==> src/hdl/pvq_pkg.sv <==
// pvq_pkg: shared constants, types and helper functions of the phase vq search
// no dependencies; imported by pvq_front, pvq_back and phase_vq_nearest_search
`timescale 1ns / 1ps

package pvq_pkg;

  // sizes
  localparam int unsigned MAX_DIM      = 64;
  localparam int unsigned MAX_ENTRIES  = 1024;
  localparam int unsigned CORDIC_STEPS = 14;
  localparam int unsigned ATAN_LEN     = 20;
  localparam int unsigned STEPS        = (CORDIC_STEPS < ATAN_LEN) ? CORDIC_STEPS : ATAN_LEN;

  // fixed field widths
  localparam int unsigned ENTRY_W = 10;
  localparam int unsigned ELEM_W  = 6;
  localparam int unsigned VAL_W   = 16;
  localparam int unsigned ERR_W   = 34;
  localparam int unsigned DIMR_W  = 7;
  localparam int unsigned ENTR_W  = 11;
  localparam int unsigned DATA_W  = 48;

  // derived widths
  localparam int unsigned IDX_W    = (MAX_ENTRIES > 1) ? $clog2(MAX_ENTRIES) : 1;
  localparam int unsigned CNT_W    = $clog2(MAX_ENTRIES + 1);
  localparam int unsigned DCNT_W   = $clog2(MAX_DIM + 1);
  localparam int unsigned CB_DEPTH = MAX_ENTRIES * MAX_DIM;
  localparam int unsigned CB_AW    = (CB_DEPTH > 1) ? $clog2(CB_DEPTH) : 1;

  // cordic datapath
  localparam int unsigned XY_W        = 36;
  localparam int unsigned Z_W         = 16;
  localparam int signed   HALF_PI_Q12 = 6434;

  localparam logic [ERR_W-1:0] ERR_MAX = '1;

  // input queue
  localparam int unsigned QD     = 4;
  localparam int unsigned QPTR_W = $clog2(QD);
  localparam int unsigned QCNT_W = $clog2(QD + 1);

  typedef enum logic {
    REQ_LOAD  = 1'b0,
    REQ_QUERY = 1'b1
  } req_e;

  typedef enum logic {
    REG_DIM = 1'b0,
    REG_ENT = 1'b1
  } reg_e;

  typedef struct packed {
    req_e                      kind;
    logic                      skip;   // query that adds nothing
    logic                      last;
    logic [ENTRY_W-1:0]        entry;
    logic [ELEM_W-1:0]         elem;
    logic signed [VAL_W-1:0]   re;
    logic signed [VAL_W-1:0]   im;
  } item_t;

  function automatic logic [DCNT_W-1:0] clamp_dim(input logic [DIMR_W-1:0] v);
    logic [DCNT_W-1:0] r;
    if (v == '0) r = DCNT_W'(1);
    else if (32'(v) > MAX_DIM) r = DCNT_W'(MAX_DIM);
    else r = DCNT_W'(v);
    return r;
  endfunction

  function automatic logic [CNT_W-1:0] clamp_ent(input logic [ENTR_W-1:0] v);
    logic [CNT_W-1:0] r;
    if (v == '0) r = CNT_W'(1);
    else if (32'(v) > MAX_ENTRIES) r = CNT_W'(MAX_ENTRIES);
    else r = CNT_W'(v);
    return r;
  endfunction

  // atan(2^-k) in q12 radians, rounded to nearest
  function automatic logic [11:0] atan_q12(input int unsigned k);
    logic [11:0] r;
    case (k)
      0:  r = 12'd3217;
      1:  r = 12'd1899;
      2:  r = 12'd1003;
      3:  r = 12'd509;
      4:  r = 12'd256;
      5:  r = 12'd128;
      6:  r = 12'd64;
      7:  r = 12'd32;
      8:  r = 12'd16;
      9:  r = 12'd8;
      10: r = 12'd4;
      11: r = 12'd2;
      12: r = 12'd1;
      default: r = 12'd0;
    endcase
    return r;
  endfunction

endpackage

==> src/hdl/pvq_front.sv <==
// pvq_front: input acceptance, item classification and a short item queue
// depends on pvq_pkg
`timescale 1ns / 1ps

module pvq_front import pvq_pkg::*; (
  input  logic                clk_i,
  input  logic                rst_ni,
  input  logic                in_valid_i,
  output logic                in_ready_o,
  input  logic                in_kind_i,
  input  logic                in_last_i,
  input  logic [DATA_W-1:0]   in_data_i,   // entry, element, real, imag
  input  logic [DCNT_W-1:0]   n_dim_i,
  output logic                item_valid_o,
  input  logic                item_ready_i,
  output item_t               item_o
);

  item_t             cls;
  item_t             q_mem [QD];
  logic [QPTR_W-1:0] wptr_q, wptr_d, rptr_q, rptr_d;
  logic [QCNT_W-1:0] cnt_q, cnt_d;
  logic              push, pop;

  // classify on the way in
  always_comb begin
    cls.kind  = req_e'(in_kind_i);
    cls.last  = in_last_i & (in_kind_i == REQ_QUERY);
    cls.entry = in_data_i[9:0];
    cls.elem  = in_data_i[15:10];
    cls.re    = in_data_i[31:16];
    cls.im    = in_data_i[47:32];
    cls.skip  = (DCNT_W'(cls.elem) >= n_dim_i) || ((cls.re == '0) && (cls.im == '0));
  end

  assign in_ready_o   = (cnt_q != QCNT_W'(QD));
  assign item_valid_o = (cnt_q != '0);
  assign item_o       = q_mem[rptr_q];
  assign push         = in_valid_i & in_ready_o;
  assign pop          = item_valid_o & item_ready_i;

  always_comb begin
    wptr_d = push ? QPTR_W'(wptr_q + 1'b1) : wptr_q;
    rptr_d = pop  ? QPTR_W'(rptr_q + 1'b1) : rptr_q;
    cnt_d  = cnt_q + QCNT_W'(push) - QCNT_W'(pop);
  end

  always_ff @(posedge clk_i or negedge rst_ni) begin
    if (!rst_ni) begin
      wptr_q <= '0;
      rptr_q <= '0;
      cnt_q  <= '0;
    end else begin
      wptr_q <= wptr_d;
      rptr_q <= rptr_d;
      cnt_q  <= cnt_d;
    end
  end

  always_ff @(posedge clk_i) begin
    if (push) q_mem[wptr_q] <= cls;
  end

  queue_no_overflow: assert property (@(posedge clk_i) disable iff (!rst_ni)
    cnt_q <= QCNT_W'(QD)) else $error("item queue overflow");

  queue_count_track: assert property (@(posedge clk_i) disable iff (!rst_ni)
    (push && !pop) |=> (cnt_q == $past(cnt_q) + QCNT_W'(1)))
    else $error("item queue count lost a push");

  queue_pop_order: assert property (@(posedge clk_i) disable iff (!rst_ni)
    pop |=> (rptr_q == QPTR_W'($past(rptr_q) + 1'b1)))
    else $error("item queue read pointer did not advance");

endmodule

==> config.mk <==
export PLATFORM = sky130hd
export DESIGN_NAME = pvq_front
export DESIGN_NICKNAME = d
export VERILOG_FILES = /design/src/hdl/pvq_pkg.sv /design/src/hdl/pvq_front.sv
export SDC_FILE = /design/constraint.sdc
export NUM_CORES = 1
export LEC_CHECK = 0
export BUFFER_PORTS_ARGS = -buffer_cell sky130_fd_sc_hd__buf_2
export CELL_PAD_IN_SITES_DETAIL_PLACEMENT = 1
export CELL_PAD_IN_SITES_GLOBAL_PLACEMENT = 1
export CORE_ASPECT_RATIO = 1.5
export CORE_MARGIN = 10
export CORE_UTILIZATION = 26
export CTS_BUF_LIST = sky130_fd_sc_hd__clkbuf_4
export DETAILED_ROUTE_END_ITERATION = 16
export PLACE_DENSITY_LB_ADDON = 0.1
export RECOVER_POWER = 25
export SLEW_MARGIN = 20
export SYNTH_ARGS = -nofsm -noshare
export SYNTH_HDL_FRONTEND = slang
export SYNTH_SLANG_ARGS = --single-unit
==> constraint.sdc <==
create_clock -name clk_i -period 3 [get_ports clk_i]
set_input_delay 0.45 -clock clk_i [delete_from_list [all_inputs] [get_ports clk_i]]
set_output_delay 0.45 -clock clk_i [all_outputs]
set_load 0.05 [all_outputs]
==> impl_metrics.sql, run 1 <==
INSERT INTO impl_metrics (metric_group, metric, value, unit) VALUES
('route', 'num_vias', '4214', ''),
('sta', 'final.setup.worst_slack', '0.2251', 'ns'),
('global_routing', 'grt_use_met3', '0.03235', ''),
('logic_synthesis', 'synth_sequential_area_ratio', '0.7816', ''),
('sta', 'worst-slew-pin-transition', '0.6510', 'ns'),
('worst_setup_path', 'path_max_fanout', '21', ''),
('sta', 'grt_setup_unrepaired', 'false', ''),
('worst_setup_path', 'critPathArrivalTime', '2.32', 'ns'),
('final_layout', 'most_frequent_standard_cell_in_the_layout_excluding_fill_and_tap_cells', 'sky130_fd_sc_hd__edfxtp_1', ''),
('pwr', 'max-vdd-ir-drop', '0.4083', 'mV'),
('clocking', 'clk_transition_reported_paths', '0.06', 'ns'),
('sta', 'fmaxAchievable', '360.4', 'MHz'),
('min_path', 'min_path_type', 'in -> reg', ''),
('final_layout', 'final-instance-count-excl-fill', '994', ''),
('placement', 'gpl.final_weighted_congestion', '0.6704', ''),
('global_routing', 'grt.busiest_layer', 'met2', ''),
('clocking', 'clkSinkCount', '211', ''),
('pwr', 'combinationalPowerShare', '0.404', ''),
('pwr', 'p_switching', '4.390', 'mW'),
('final_layout', 'final_cell_mix', '204 x sky130_fd_sc_hd__edfxtp_1, 85 x sky130_fd_sc_hd__clkbuf_4, 81 x sky130_fd_sc_hd__buf_2', ''),
('sta', 'fin_setup_tns', '0', 'ns'),
('sta', 'fin_worst_skew', '0.04012', 'ns'),
('logic_synthesis', 'synth-warning-count', '0', ''),
('clocking', 'tritoncts.num_buffers', '56', ''),
('global_routing', 'routing_usage_on_met2', '0.1885', ''),
('sta', 'hold_violations', '0', ''),
('run', 'drv.max_cap_violation_count', '0', ''),
('placement', 'io_buffers', '113', ''),
('clocking', 'cell_at_the_root_of_the_clock_tree', 'sky130_fd_sc_hd__clkbuf_4', ''),
('global_routing', 'grt_max_degree', '35', ''),
('floorplan', 'design.core.area', '0.03045', 'mm²'),
('floorplan', 'num_rows', '78', ''),
('route', 'drt_pre_antenna_iters', '4', ''),
('floorplan', 'fp.dieArea', '0.03859', 'mm²'),
('floorplan', 'die_h', '235.7', 'µm'),
('logic_synthesis', 'synthesis.area_per_instance', '24.14', 'µm²'),
('run_status', 'status', 'finished, final reports clean', ''),
('route', 'route.detailed.wl_per_inst', '20.24', 'µm'),
('logic_synthesis', 'postSynthRegisterBits', '211', ''),
('sta', 'fin_crit_sh', '0.9250', ''),
('route', 'drc', '0', ''),
('global_routing', 'use_met1', '0.1111', ''),
('logic_synthesis', 'post_synthesis_net_count', '408', ''),
('final_layout', 'layout_cells_sized_above_1', '0.4071', ''),
('sta', 'period_minus_slack', '2.775', 'ns'),
('placement', 'placedCellCount', '846', ''),
('sta', 'finalSetupViolCount', '0', ''),
('route', 'initialDrtViolationCount', '179', ''),
('floorplan', 'floorplan.initialDensity', '0.2648', ''),
('route', 'antenna_violating_nets_post_route', '0', ''),
('worst_setup_path', 'worst-r2r-cell-count', '8', ''),
('worst_setup_path', 'timing.critical_path.from_type', 'flip-flop', ''),
('global_routing', 'grt_pass1_wl', '30420', 'µm'),
('final_layout', 'area_growth', '28.20', '%'),
('route', 'routed_wl', '20120', 'µm'),
('pwr', 'p_sw_frac', '0.3984', ''),
('pwr', 'leakagePower', '3.594', 'nW'),
('logic_synthesis', 'syn-instance-count', '334', ''),
('clocking', 'tritoncts', 'done', ''),
('worst_setup_path', 'critPathRequiredTime', '2.55', 'ns'),
('placement', 'preCtsSetupSlack', '0.6361', 'ns'),
('clocking', 'ctsLongestPathBuffers', '3', ''),
('placement', 'hpwl', '12870', 'µm'),
('final_layout', 'final_net_count', '628', ''),
('route', 'post_drt_via_cell_ratio', '4.239', ''),
('global_routing', 'groute.usage.overall', '0.1056', ''),
('sta', 'timing_max_transition_violations_final', '0', ''),
('pwr', 'overall_power_consumption', '11.02', 'mW'),
('logic_synthesis', 'synth.lib_cells_used.distinct', '29', ''),
('sta', 'worst_hold_slack', '0.1105', 'ns'),
('pwr', 'internal-power', '6.630', 'mW');
-- worst max-delay path: stages, from the launching register on --
cell                      delay (ns)
sky130_fd_sc_hd__dfrtp_4        0.52
sky130_fd_sc_hd__buf_12         0.24
sky130_fd_sc_hd__mux4_1         0.63
sky130_fd_sc_hd__buf_2          0.24
-- registers in the layout (all words and copies together), names as in the netlist --
| name | count |
|---|---|
| wptr_q | 2 |
| cnt_q | 3 |
| q_mem | 204 |
| rptr_q | 2 |
-- what timing repair did --
item,in CTS,in global routing
hold buffers,50,0
buffers inserted,0,0
endpoints found under the hold margin,203,0
-- cell usage after synthesis --
master | instances | area [µm²]
sky130_fd_sc_hd__buf_2 | 5 | 25.02
sky130_fd_sc_hd__nand2b_1 | 1 | 6.260
sky130_fd_sc_hd__nor2_1 | 1 | 3.750
sky130_fd_sc_hd__clkbuf_1 | 1 | 3.750
sky130_fd_sc_hd__buf_6 | 1 | 11.26
sky130_fd_sc_hd__inv_1 | 12 | 45.04
sky130_fd_sc_hd__mux4_2 | 48 | 1081
sky130_fd_sc_hd__buf_12 | 5 | 100.1
sky130_fd_sc_hd__edfxtp_1 | 204 | 6126
sky130_fd_sc_hd__nor4_1 | 8 | 50.05
sky130_fd_sc_hd__and2_4 | 2 | 17.52
sky130_fd_sc_hd__nand4b_1 | 1 | 8.760
sky130_fd_sc_hd__a21o_1 | 2 | 15.01
sky130_fd_sc_hd__o21bai_1 | 1 | 7.510
sky130_fd_sc_hd__dfrtp_1 | 7 | 175.2
sky130_fd_sc_hd__fa_1 | 1 | 20.02
sky130_fd_sc_hd__o22ai_1 | 1 | 6.260
sky130_fd_sc_hd__ha_1 | 12 | 150.1
sky130_fd_sc_hd__and3_1 | 4 | 25.02
sky130_fd_sc_hd__nand2_2 | 1 | 6.260
sky130_fd_sc_hd__a21oi_1 | 2 | 10.01
sky130_fd_sc_hd__mux2_2 | 1 | 11.26
sky130_fd_sc_hd__xnor2_1 | 4 | 35.03
sky130_fd_sc_hd__and2_1 | 1 | 6.260
sky130_fd_sc_hd__mux4_1 | 3 | 78.83
sky130_fd_sc_hd__nand4_1 | 2 | 12.51
sky130_fd_sc_hd__xor2_1 | 1 | 8.760
sky130_fd_sc_hd__or3_4 | 1 | 11.26
sky130_fd_sc_hd__nand2_1 | 1 | 3.750
-- power groups by stage --
stage	Sequential, mW	Combinational (mW)	Clock (mW)
after global placement	4.10	4.55	0
after global routing	4.12	4.76	2.78
after floorplan	4.08	3.41	0
after detailed placement	4.15	4.57	0
final	4.07	4.45	2.50
after CTS	4.08	4.64	2.64
-- layer usage --
layer / part of all wire / vias to the layer above / wire (µm)
met5: 0 / - / 0
met4: 0.027 / 0 / 537
met3: 0.057 / 42 / 1149
met2: 0.55 / 115 / 10970
met1: 0.37 / 2177 / 7461
li1: - / 1880 / -
-- per-stage QoR --
stage,utilization,instance area (µm²)
CTS,0.3406,10370
floorplan,-,8061
global route,0.3394,10330
detailed placement,0.3007,9158
global placement,0.3007,9158
finish,0.3394,10330
-- layout make-up --
class                           instances  area, µm²
Antenna cell                            2      5.005
Clock buffer                           85      638.1
Clock inverter                         11      73.82
Fill cell                            3145      20110
Inverter                               12      45.04
Multi-Input combinational cell         99       1595
Sequential cell                       211       6306
Tap cell                              400      500.5
Timing Repair Buffer                  174       1171
-- path summary, 6_finish.rpt --
kind	from	end	slack [ns]
worst max-delay path	rptr_q[0]$_DFFE_PN0P_	item_o[0]	0.23
worst min-delay path	item_ready_i	rptr_q[0]$_DFFE_PN0P_	0.11
worst max register to register	cnt_q[1]$_DFF_PN0_	cnt_q[2]$_DFF_PN0_	0.65
worst min register to register	cnt_q[0]$_DFF_PN0_	cnt_q[0]$_DFF_PN0_	0.56
max in group asynchronous	rst_ni	rptr_q[0]$_DFFE_PN0P_	2.43
min in group asynchronous	rst_ni	wptr_q[1]$_DFFE_PN0P_	0.21
-- cells by family (layout without fill, tap and decap cells) --
family / count (synthesis) / in the layout / share of synthesized area
muxes: 52 / 52 / 0.1453
and+or+nand+nor: 23 / 23 / 0.01878
other: 0 / 2 / 0
xor gates and xnor gates: 5 / 5 / 0.005432
buffers and inverters: 24 / 282 / 0.02297
AOI/OAI and AO/OA: 6 / 6 / 0.004812
adders and majority gates: 13 / 13 / 0.02111
DFF: 211 / 211 / 0.7816
No activity file was read; power rests on OpenSTA's default activity.
==> run 2: changes to the inputs <==
--- a/config.mk
+++ b/config.mk
@@ -5,9 +5,10 @@
 export SDC_FILE = /design/constraint.sdc
 export NUM_CORES = 1
 export LEC_CHECK = 0
+export ABC_AREA = 1
 export BUFFER_PORTS_ARGS = -buffer_cell sky130_fd_sc_hd__buf_2
-export CELL_PAD_IN_SITES_DETAIL_PLACEMENT = 1
-export CELL_PAD_IN_SITES_GLOBAL_PLACEMENT = 1
+export CELL_PAD_IN_SITES_DETAIL_PLACEMENT = 0
+export CELL_PAD_IN_SITES_GLOBAL_PLACEMENT = 2
 export CORE_ASPECT_RATIO = 1.5
 export CORE_MARGIN = 10
 export CORE_UTILIZATION = 26
@@ -19,3 +20,4 @@
 export SYNTH_ARGS = -nofsm -noshare
 export SYNTH_HDL_FRONTEND = slang
 export SYNTH_SLANG_ARGS = --single-unit
+export TNS_END_PERCENT = 100
==> run 2 against run 1 <==
Cell area rose by 2.0%. Total power increased by 5.7%. Count of clock-buffer cells in the layout decreased by 5. Critical endpoint is now item_o[28]. Highest routed layer unchanged.
==> impl_metrics.sql, run 2 <==
INSERT INTO impl_metrics (metric_group, metric, value, unit) VALUES
('clocking', 'cell_at_the_root_of_the_clock_tree', 'sky130_fd_sc_hd__clkbuf_4', ''),
('logic_synthesis', 'post-synth-top-count-cell', 'sky130_fd_sc_hd__edfxtp_1', ''),
('global_routing', 'groute.usage.overall', '0.1118', ''),
('run_status', 'status', 'finished, final reports clean', ''),
('final_layout', 'largest_register_ffs', '204', ''),
('logic_synthesis', 'synth-warning-count', '0', ''),
('clocking', 'skew_pair_late_insertion_delay', '0.66', 'ns'),
('logic_synthesis', 'synth.lib_cells_used.distinct', '26', ''),
('min_path', 'min_path_type', 'in -> reg', ''),
('clocking', 'tritoncts', 'done', ''),
('final_layout', 'largestRegisters', 'q_mem x204, cnt_q x3', ''),
('placement', 'io_buffers', '113', ''),
('floorplan', 'floorplan.initialDensity', '0.2634', ''),
('final_layout', 'layout_cells_sized_above_1', '0.2187', ''),
('worst_setup_path', 'critPathKind', 'reg -> out', ''),
('worst_setup_path', 'worst-r2r-setup-slack', '0.98', 'ns'),
('final_layout', 'registers.top_by_ff_count', 'q_mem', ''),
('logic_synthesis', 'postSynthRegisterBits', '211', ''),
('global_routing', 'antenna_found_initial', '1', ''),
('worst_setup_path', 'critical_path.reg2reg.startpoint', 'cnt_q[1]$_DFF_PN0_', ''),
('floorplan', 'die_h', '239.6', 'µm'),
('worst_setup_path', 'cpMaxStageDelayCell', 'sky130_fd_sc_hd__dfrtp_2', ''),
('clocking', 'htreeDepth', '2', ''),
('worst_setup_path', 'worst-r2r-cell-count', '8', ''),
('clocking', 'clk_transition_reported_paths', '0.07', 'ns'),
('worst_setup_path', 'critical_register_to_register_path_endpoint', 'cnt_q[2]$_DFF_PN0_', ''),
('floorplan', 'design.core.area', '0.03173', 'mm²'),
('worst_setup_path', 'worstPathCellList', 'clkinv_2 -> buf_12 -> o21ai_1 -> o22ai_1 -> buf_2', ''),
('floorplan', 'boundaryPins', '114', ''),
('logic_synthesis', 'synthTopCellsByArea', 'sky130_fd_sc_hd__edfxtp_1 73%, sky130_fd_sc_hd__nor2_1 5.7%, sky130_fd_sc_hd__o21ai_0 4.6%', ''),
('logic_synthesis', 'netlist_top_cells_count', '204 x sky130_fd_sc_hd__edfxtp_1, 127 x sky130_fd_sc_hd__nor2_1, 77 x sky130_fd_sc_hd__o21ai_0', ''),
('final_layout', 'final_net_count', '889', ''),
('sta', 'fin_setup_tns', '0', 'ns'),
('route', 'drt_pre_antenna_iters', '4', ''),
('pwr', 'pwr_density_cell', '1105', 'mW/mm²'),
('logic_synthesis', 'postSynth.asyncResetShare', '0.03318', ''),
('worst_setup_path', 'worstSetupStartpoint', 'rptr_q[1]$_DFFE_PN0P_', ''),
('sta', 'worst_hold_slack', '0.1459', 'ns'),
('logic_synthesis', 'synth-main-ff-cell', 'sky130_fd_sc_hd__edfxtp_1', ''),
('sta', 'grt_setup_unrepaired', 'false', ''),
('worst_setup_path', 'timing.critical_path.from_type', 'flip-flop', ''),
('route', 'num_vias', '5547', ''),
('route', 'initialDrtViolationCount', '258', ''),
('logic_synthesis', 'post-synth-top-area-fraction', '0.7330', ''),
('worst_setup_path', 'worst_setup_path_endpoint', 'item_o[28]', ''),
('sta', 'fin_crit_sh', '0.9184', ''),
('sta', 'period_minus_slack', '2.755', 'ns'),
('worst_setup_path', 'timing.critical_path.slowest_cell_delay', '0.42', 'ns'),
('route', 'route.detailed.wl_per_inst', '17.85', 'µm'),
('sta', 'fmaxAchievable', '363.0', 'MHz'),
('sta', 'finalSetupViolCount', '0', ''),
('placement', 'hpwl', '13070', 'µm'),
('clocking', 'tritoncts.num_buffers', '53', ''),
('clocking', 'ctsLongestPathBuffers', '3', ''),
('sta', 'hold_violations', '0', ''),
('sta', 'fin_worst_skew', '0.02616', 'ns'),
('final_layout', 'most_frequent_standard_cell_in_the_layout_excluding_fill_and_tap_cells', 'sky130_fd_sc_hd__edfxtp_1', ''),
('logic_synthesis', 'syn-instance-count', '616', ''),
('route', 'drc', '0', ''),
('final_layout', 'register_area', '0.006306', 'mm²'),
('logic_synthesis', 'post_synthesis_net_count', '690', ''),
('global_routing', 'first_global_vias', '6102', ''),
('worst_setup_path', 'setup.worst_path.end_class', 'output port', ''),
('sta', 'worst-slew-pin-transition', '0.6539', 'ns'),
('final_layout', 'layout_filler_cell_count', '3212', ''),
('floorplan', 'fp.dieArea', '0.03986', 'mm²'),
('logic_synthesis', 'synth_enable_flop_cells', '204', ''),
('global_routing', 'grt_max_degree', '104', ''),
('clocking', 'cts_post_setup_buffers_inserted', '0', ''),
('sta', 'timing.max_slew.rel_slack', '0.5630', ''),
('final_layout', 'area_growth', '26.11', '%'),
('route', 'routed_wl', '22600', 'µm'),
('worst_setup_path', 'critPathArrivalTime', '2.31', 'ns'),
('placement', 'gpl.final_weighted_congestion', '0.6902', ''),
('logic_synthesis', 'post_synth_instance_area', '0.008357', 'mm²'),
('worst_setup_path', 'critPathRequiredTime', '2.55', 'ns'),
('logic_synthesis', 'netlist.top_cell.by_area', 'sky130_fd_sc_hd__edfxtp_1', ''),
('pwr', 'max-vdd-ir-drop', '0.3760', 'mV'),
('logic_synthesis', 'synthesis.area_per_instance', '13.57', 'µm²'),
('pwr', 'leakagePower', '3.801', 'nW'),
('worst_setup_path', 'path_max_fanout', '36', ''),
('sta', 'timing_max_transition_violations_final', '0', ''),
('floorplan', 'num_rows', '80', ''),
('run', 'drv.max_cap_violation_count', '0', ''),
('global_routing', 'grt-ovfl-total', '0', ''),
('route', 'antenna_violating_nets_post_route', '0', ''),
('route', 'post_drt_via_cell_ratio', '4.382', ''),
('floorplan', 'die_width', '166.4', 'µm'),
('clocking', 'clkSinkCount', '211', ''),
('global_routing', 'grt_pass1_wl', '34880', 'µm'),
('logic_synthesis', 'synth_sequential_area_ratio', '0.7540', ''),
('final_layout', 'final_cell_mix', '204 x sky130_fd_sc_hd__edfxtp_1, 123 x sky130_fd_sc_hd__nor2_1, 81 x sky130_fd_sc_hd__buf_2', ''),
('final_layout', 'multiInputGateArea', '0.001703', 'mm²');
run 2: metal layers:
metal / vias up / part of all wire / wire length [µm] / track usage
met2: 145 / 0.52 / 11710 / 0.2007
met5: - / 0 / 0 / 0
met4: 0 / 0.019 / 422 / 0.04081
met1: 2711 / 0.41 / 9190 / 0.1230
met3: 30 / 0.057 / 1280 / 0.03133
li1: 2661 / - / - / -
run 2: kinds of logic after synthesis:
family	synth area share
compound gates	0.1014
simple gates	0.07426
buf+inv	0.04582
xor+xnor	0.004193
fa+ha+maj	0.02036
flops	0.7540
run 2: layout make-up:
cell class / count / area share
multi-input cells: 333 / 0.1616
inverters: 40 / 0.01448
clock inverters: 15 / 0.005580
clock buffers: 80 / 0.05699
diodes: 1 / 0.0002374
flip-flops and latches: 211 / 0.5984
repair buffers: 176 / 0.1141
well taps: 410 / 0.04868
run 2: per-stage QoR:
stage	util	setup slack, ns	instance area [µm²]	power, mW	instances
after global routing	0.3321	0.02781	10540	12.41	1266
final	0.3321	0.2449	10540	11.64	1266
after CTS	0.3333	0.03328	10580	11.97	1265
after detailed placement	0.2966	0.7566	9412	9.482	1120
after global placement	0.2966	0.7895	9412	9.437	1120
after floorplan	-	-0.6894	8357	7.922	616
run 2: worst min path at each step:
stage                                        end      start  cells past startpoint
after floorplan               cnt_q[0]$_DFF_PN0_     rst_ni                      0
after global placement        cnt_q[0]$_DFF_PN0_     rst_ni                      1
after detailed placement      cnt_q[0]$_DFF_PN0_     rst_ni                      1
after CTS                  wptr_q[1]$_DFFE_PN0P_     rst_ni                      2
after global routing      q_mem[1][48]$_DFFE_PP_  in_last_i                      3
final                     q_mem[1][48]$_DFFE_PP_  in_last_i                      3
run 2: power by group:
part	leakage, nW	switching (mW)	internal, mW
Sequential	1.95	0.142	3.90
Clock	0.399	1.13	1.21
Combinational	1.45	4.08	1.18
Total	3.80	5.35	6.29
run 2: repair_timing:
item | 4_1_cts | 5_1_grt
endpoints found under the setup margin | 7 | 4
gates resized for setup | 1 | 1
endpoints found under the hold margin | 203 | 0
hold buffers | 50 | 0
run 2: worst max-delay path: cells and delay by family, from the launching register on:
kind | cells | cell delay, ns
AOI/OAI and AO/OA | 2 | 0.35
buffers and inverters | 3 | 0.85
DFF | 1 | 0.42
==> run 3: changes to the inputs <==
--- a/config.mk
+++ b/config.mk
@@ -6,7 +6,6 @@
 export NUM_CORES = 1
 export LEC_CHECK = 0
 export ABC_AREA = 1
-export BUFFER_PORTS_ARGS = -buffer_cell sky130_fd_sc_hd__buf_2
 export CELL_PAD_IN_SITES_DETAIL_PLACEMENT = 0
 export CELL_PAD_IN_SITES_GLOBAL_PLACEMENT = 2
 export CORE_ASPECT_RATIO = 1.5
@@ -14,6 +13,7 @@
 export CORE_UTILIZATION = 26
 export CTS_BUF_LIST = sky130_fd_sc_hd__clkbuf_4
 export DETAILED_ROUTE_END_ITERATION = 16
+export DONT_BUFFER_PORTS = 1
 export PLACE_DENSITY_LB_ADDON = 0.1
 export RECOVER_POWER = 25
 export SLEW_MARGIN = 20
==> constraint.sdc (replaced) <==
create_clock -name clk_i -period 3.3 [get_ports clk_i]
set_input_delay 0.495 -clock clk_i [delete_from_list [all_inputs] [get_ports clk_i]]
set_output_delay 0.495 -clock clk_i [all_outputs]
set_load 0.05 [all_outputs]
==> run 3 against run 2 <==
Flip-flop and latch count is the same. Global-route usage rose by 0.32 points. Clock power down 7%. Via count shrank 2.7%. Utilization is 0.37 points lower. Critical path type unchanged. Cell area down 1.1%. Count of clock-buffer cells in the layout rose by 5. Critical path depth is the same. Final cell count fell by 4.7%. Sequential share of layout area is 0.68 points higher.
==> impl_metrics.sql, run 3 (synthesized netlist as in run 2, its figures left out) <==
INSERT INTO impl_metrics (metric_group, metric, value, unit) VALUES
('sta', 'hold_violations', '0', ''),
('route', 'top_layer_used', 'met4', ''),
('sta', 'fin_crit_sh', '0.9058', ''),
('floorplan', 'die_width', '166.4', 'µm'),
('final_layout', 'layout_filler_cell_count', '3186', ''),
('pwr', 'max-vdd-ir-drop', '0.4211', 'mV'),
('run_status', 'status', 'finished, final reports clean', ''),
('placement', 'io_buffers', '0', ''),
('final_layout', 'final_cell_mix', '204 x sky130_fd_sc_hd__edfxtp_1, 123 x sky130_fd_sc_hd__nor2_1, 85 x sky130_fd_sc_hd__clkbuf_4', ''),
('final_layout', 'post-route-cell-area', '0.01042', 'mm²'),
('clocking', 'cell_at_the_root_of_the_clock_tree', 'sky130_fd_sc_hd__clkbuf_4', ''),
('sta', 'period_minus_slack', '2.989', 'ns'),
('route', 'num_vias', '5396', ''),
('worst_setup_path', 'critPathRequiredTime', '2.80', 'ns'),
('worst_setup_path', 'critPathKind', 'reg -> out', ''),
('sta', 'timing_max_transition_violations_final', '0', ''),
('route', 'detailroute.wirelength.met2', '12310', 'µm'),
('global_routing', 'first_global_vias', '5834', ''),
('sta', 'grt_setup_unrepaired', 'false', ''),
('sta', 'finalSetupViolCount', '0', ''),
('final_layout', 'most_frequent_standard_cell_in_the_layout_excluding_fill_and_tap_cells', 'sky130_fd_sc_hd__edfxtp_1', ''),
('global_routing', 'grt-ovfl-total', '0', ''),
('pwr', 'p_switching', '4.865', 'mW'),
('final_layout', 'largestRegisters', 'q_mem x204, cnt_q x3', ''),
('sta', 'final.setup.worst_slack', '0.3109', 'ns'),
('route', 'routed_wl', '23370', 'µm'),
('floorplan', 'die_h', '239.6', 'µm'),
('min_path', 'min_path_type', 'in -> reg', ''),
('worst_setup_path', 'worst-r2r-cell-count', '9', ''),
('clocking', 'ctsLongestPathBuffers', '3', ''),
('placement', 'gpl.final_weighted_congestion', '0.7150', ''),
('worst_setup_path', 'critical_path.reg2reg.startpoint', 'cnt_q[1]$_DFF_PN0_', ''),
('final_layout', 'final_net_count', '832', ''),
('route', 'drc', '0', ''),
('global_routing', 'antenna_found_initial', '1', ''),
('placement', 'hpwl', '13680', 'µm'),
('clocking', 'clk_transition_reported_paths', '0.06', 'ns'),
('final_layout', 'layout_cells_sized_above_1', '0.2073', ''),
('global_routing', 'grt_pass1_wl', '35400', 'µm'),
('final_layout', 'area_growth', '24.70', '%'),
('pwr', 'combinationalPowerShare', '0.457', ''),
('worst_setup_path', 'path_max_fanout', '30', ''),
('route', 'met3_length', '1480', 'µm'),
('global_routing', 'grt_max_degree', '56', ''),
('final_layout', 'multiInputGateArea', '0.001703', 'mm²'),
('sta', 'fmaxAchievable', '334.5', 'MHz'),
('clocking', 'tritoncts', 'done', ''),
('floorplan', 'design.core.area', '0.03173', 'mm²'),
('sta', 'fin_setup_tns', '0', 'ns'),
('worst_setup_path', 'critical_register_to_register_path_endpoint', 'cnt_q[2]$_DFF_PN0_', ''),
('pwr', 'internal-power', '6.030', 'mW'),
('floorplan', 'boundaryPins', '114', ''),
('worst_setup_path', 'worst-r2r-setup-slack', '0.97', 'ns'),
('route', 'drt_pre_antenna_iters', '4', ''),
('route', 'wl_met1', '9027', 'µm'),
('final_layout', 'register_area', '0.006306', 'mm²'),
('pwr', 'leakagePower', '3.713', 'nW'),
('floorplan', 'floorplan.initialDensity', '0.2634', ''),
('pwr', 'overall_power_consumption', '10.89', 'mW'),
('worst_setup_path', 'worst_setup_path_endpoint', 'item_o[27]', ''),
('clocking', 'clkSinkCount', '211', ''),
('floorplan', 'num_rows', '80', ''),
('floorplan', 'fp.dieArea', '0.03986', 'mm²'),
('pwr', 'pwr_density_cell', '1045', 'mW/mm²'),
('pwr', 'p_sw_frac', '0.4466', ''),
('placement', 'placedInstanceArea', '0.009239', 'mm²'),
('final_layout', 'largest_register_ffs', '204', ''),
('pwr', 'p_seq_frac', '0.343', ''),
('route', 'post_drt_via_cell_ratio', '4.471', ''),
('worst_setup_path', 'setup.worst_path.end_class', 'output port', ''),
('worst_setup_path', 'worstSetupStartpoint', 'rptr_q[1]$_DFFE_PN0P_', ''),
('sta', 'timing.max_slew.rel_slack', '0.4512', ''),
('clocking', 'skew_pair_late_insertion_delay', '0.68', 'ns'),
('sta', 'worst_hold_slack', '0.1152', 'ns'),
('global_routing', 'groute.usage.overall', '0.1150', ''),
('route', 'initialDrtViolationCount', '202', ''),
('route', 'antenna_violating_nets_post_route', '0', ''),
('route', 'route.detailed.wl_per_inst', '19.36', 'µm'),
('pwr', 'clock_power_share', '0.200', ''),
('placement', 'preCtsSetupSlack', '0.8654', 'ns'),
('worst_setup_path', 'timing.critical_path.from_type', 'flip-flop', ''),
('sta', 'worst-slew-pin-transition', '0.8212', 'ns'),
('sta', 'fin_worst_skew', '0.01811', 'ns'),
('clocking', 'htreeDepth', '2', ''),
('clocking', 'post_cts_resize_count', '0', ''),
('worst_setup_path', 'critPathArrivalTime', '2.49', 'ns'),
('run', 'drv.max_cap_violation_count', '0', ''),
('final_layout', 'registers.top_by_ff_count', 'q_mem', ''),
('clocking', 'tritoncts.num_buffers', '55', '');
[run 3: critical path: stages, from the launching register on]
cell	delay (ns)
sky130_fd_sc_hd__dfrtp_2	0.67
sky130_fd_sc_hd__inv_2	0.14
sky130_fd_sc_hd__buf_4	0.37
sky130_fd_sc_hd__o21ai_1	0.13
sky130_fd_sc_hd__o22ai_1	0.24
sky130_fd_sc_hd__buf_4	0.26
[run 3: repair_timing]
action | CTS | global route
setup buffers | 0 | 0
hold buffers | 50 | 0
hold endpoints to repair | 203 | 0
[run 3: through the flow]
stage | utilization | std cells
6_report | 0.3284 | 1207
3_3_place_gp | 0.2912 | 1061
4_1_cts | 0.3284 | 1206
5_1_grt | 0.3284 | 1207
3_5_place_dp | 0.2912 | 1061
2_1_floorplan | - | 616
[run 3: layout make-up]
class,instances,share of cell area
inverters,40,0.01453
multi-input cells,333,0.1634
diodes,1,0.0002401
flip-flops and latches,211,0.6051
clock inverters,10,0.003962
clock buffers,85,0.06123
repair buffers,117,0.1023
well taps,410,0.04923
[run 3: worst min path at each step]
| stage | slack, ns | start | cells past startpoint | to |
|---|---|---|---|---|
| after floorplan | 0.20 | rst_ni | 0 | cnt_q[0]$_DFF_PN0_ |
| after global placement | 0.20 | rst_ni | 0 | cnt_q[0]$_DFF_PN0_ |
| after detailed placement | 0.20 | rst_ni | 0 | cnt_q[0]$_DFF_PN0_ |
| after CTS | 0.05 | item_ready_i | 3 | rptr_q[0]$_DFFE_PN0P_ |
| after global routing | 0.07 | in_kind_i | 2 | q_mem[1][48]$_DFFE_PP_ |
| final | 0.12 | item_ready_i | 3 | rptr_q[0]$_DFFE_PN0P_ |
[run 3: routing by layer]
layer / vias to the layer above / GRT usage
li1: 2562 / -
met1: 2646 / 0.1191
met2: 146 / 0.2119
met3: 42 / 0.03675
met4: 0 / 0.04214
met5: - / 0
[run 3: power groups by stage]
stage,clock (mW),sequential (mW),combinational (mW)
after global routing,2.44,3.78,5.37
final,2.18,3.74,4.97
after detailed placement,0,3.80,5.06
after CTS,2.30,3.75,5.15
after global placement,0,3.78,5.03
after floorplan,0,3.73,3.47
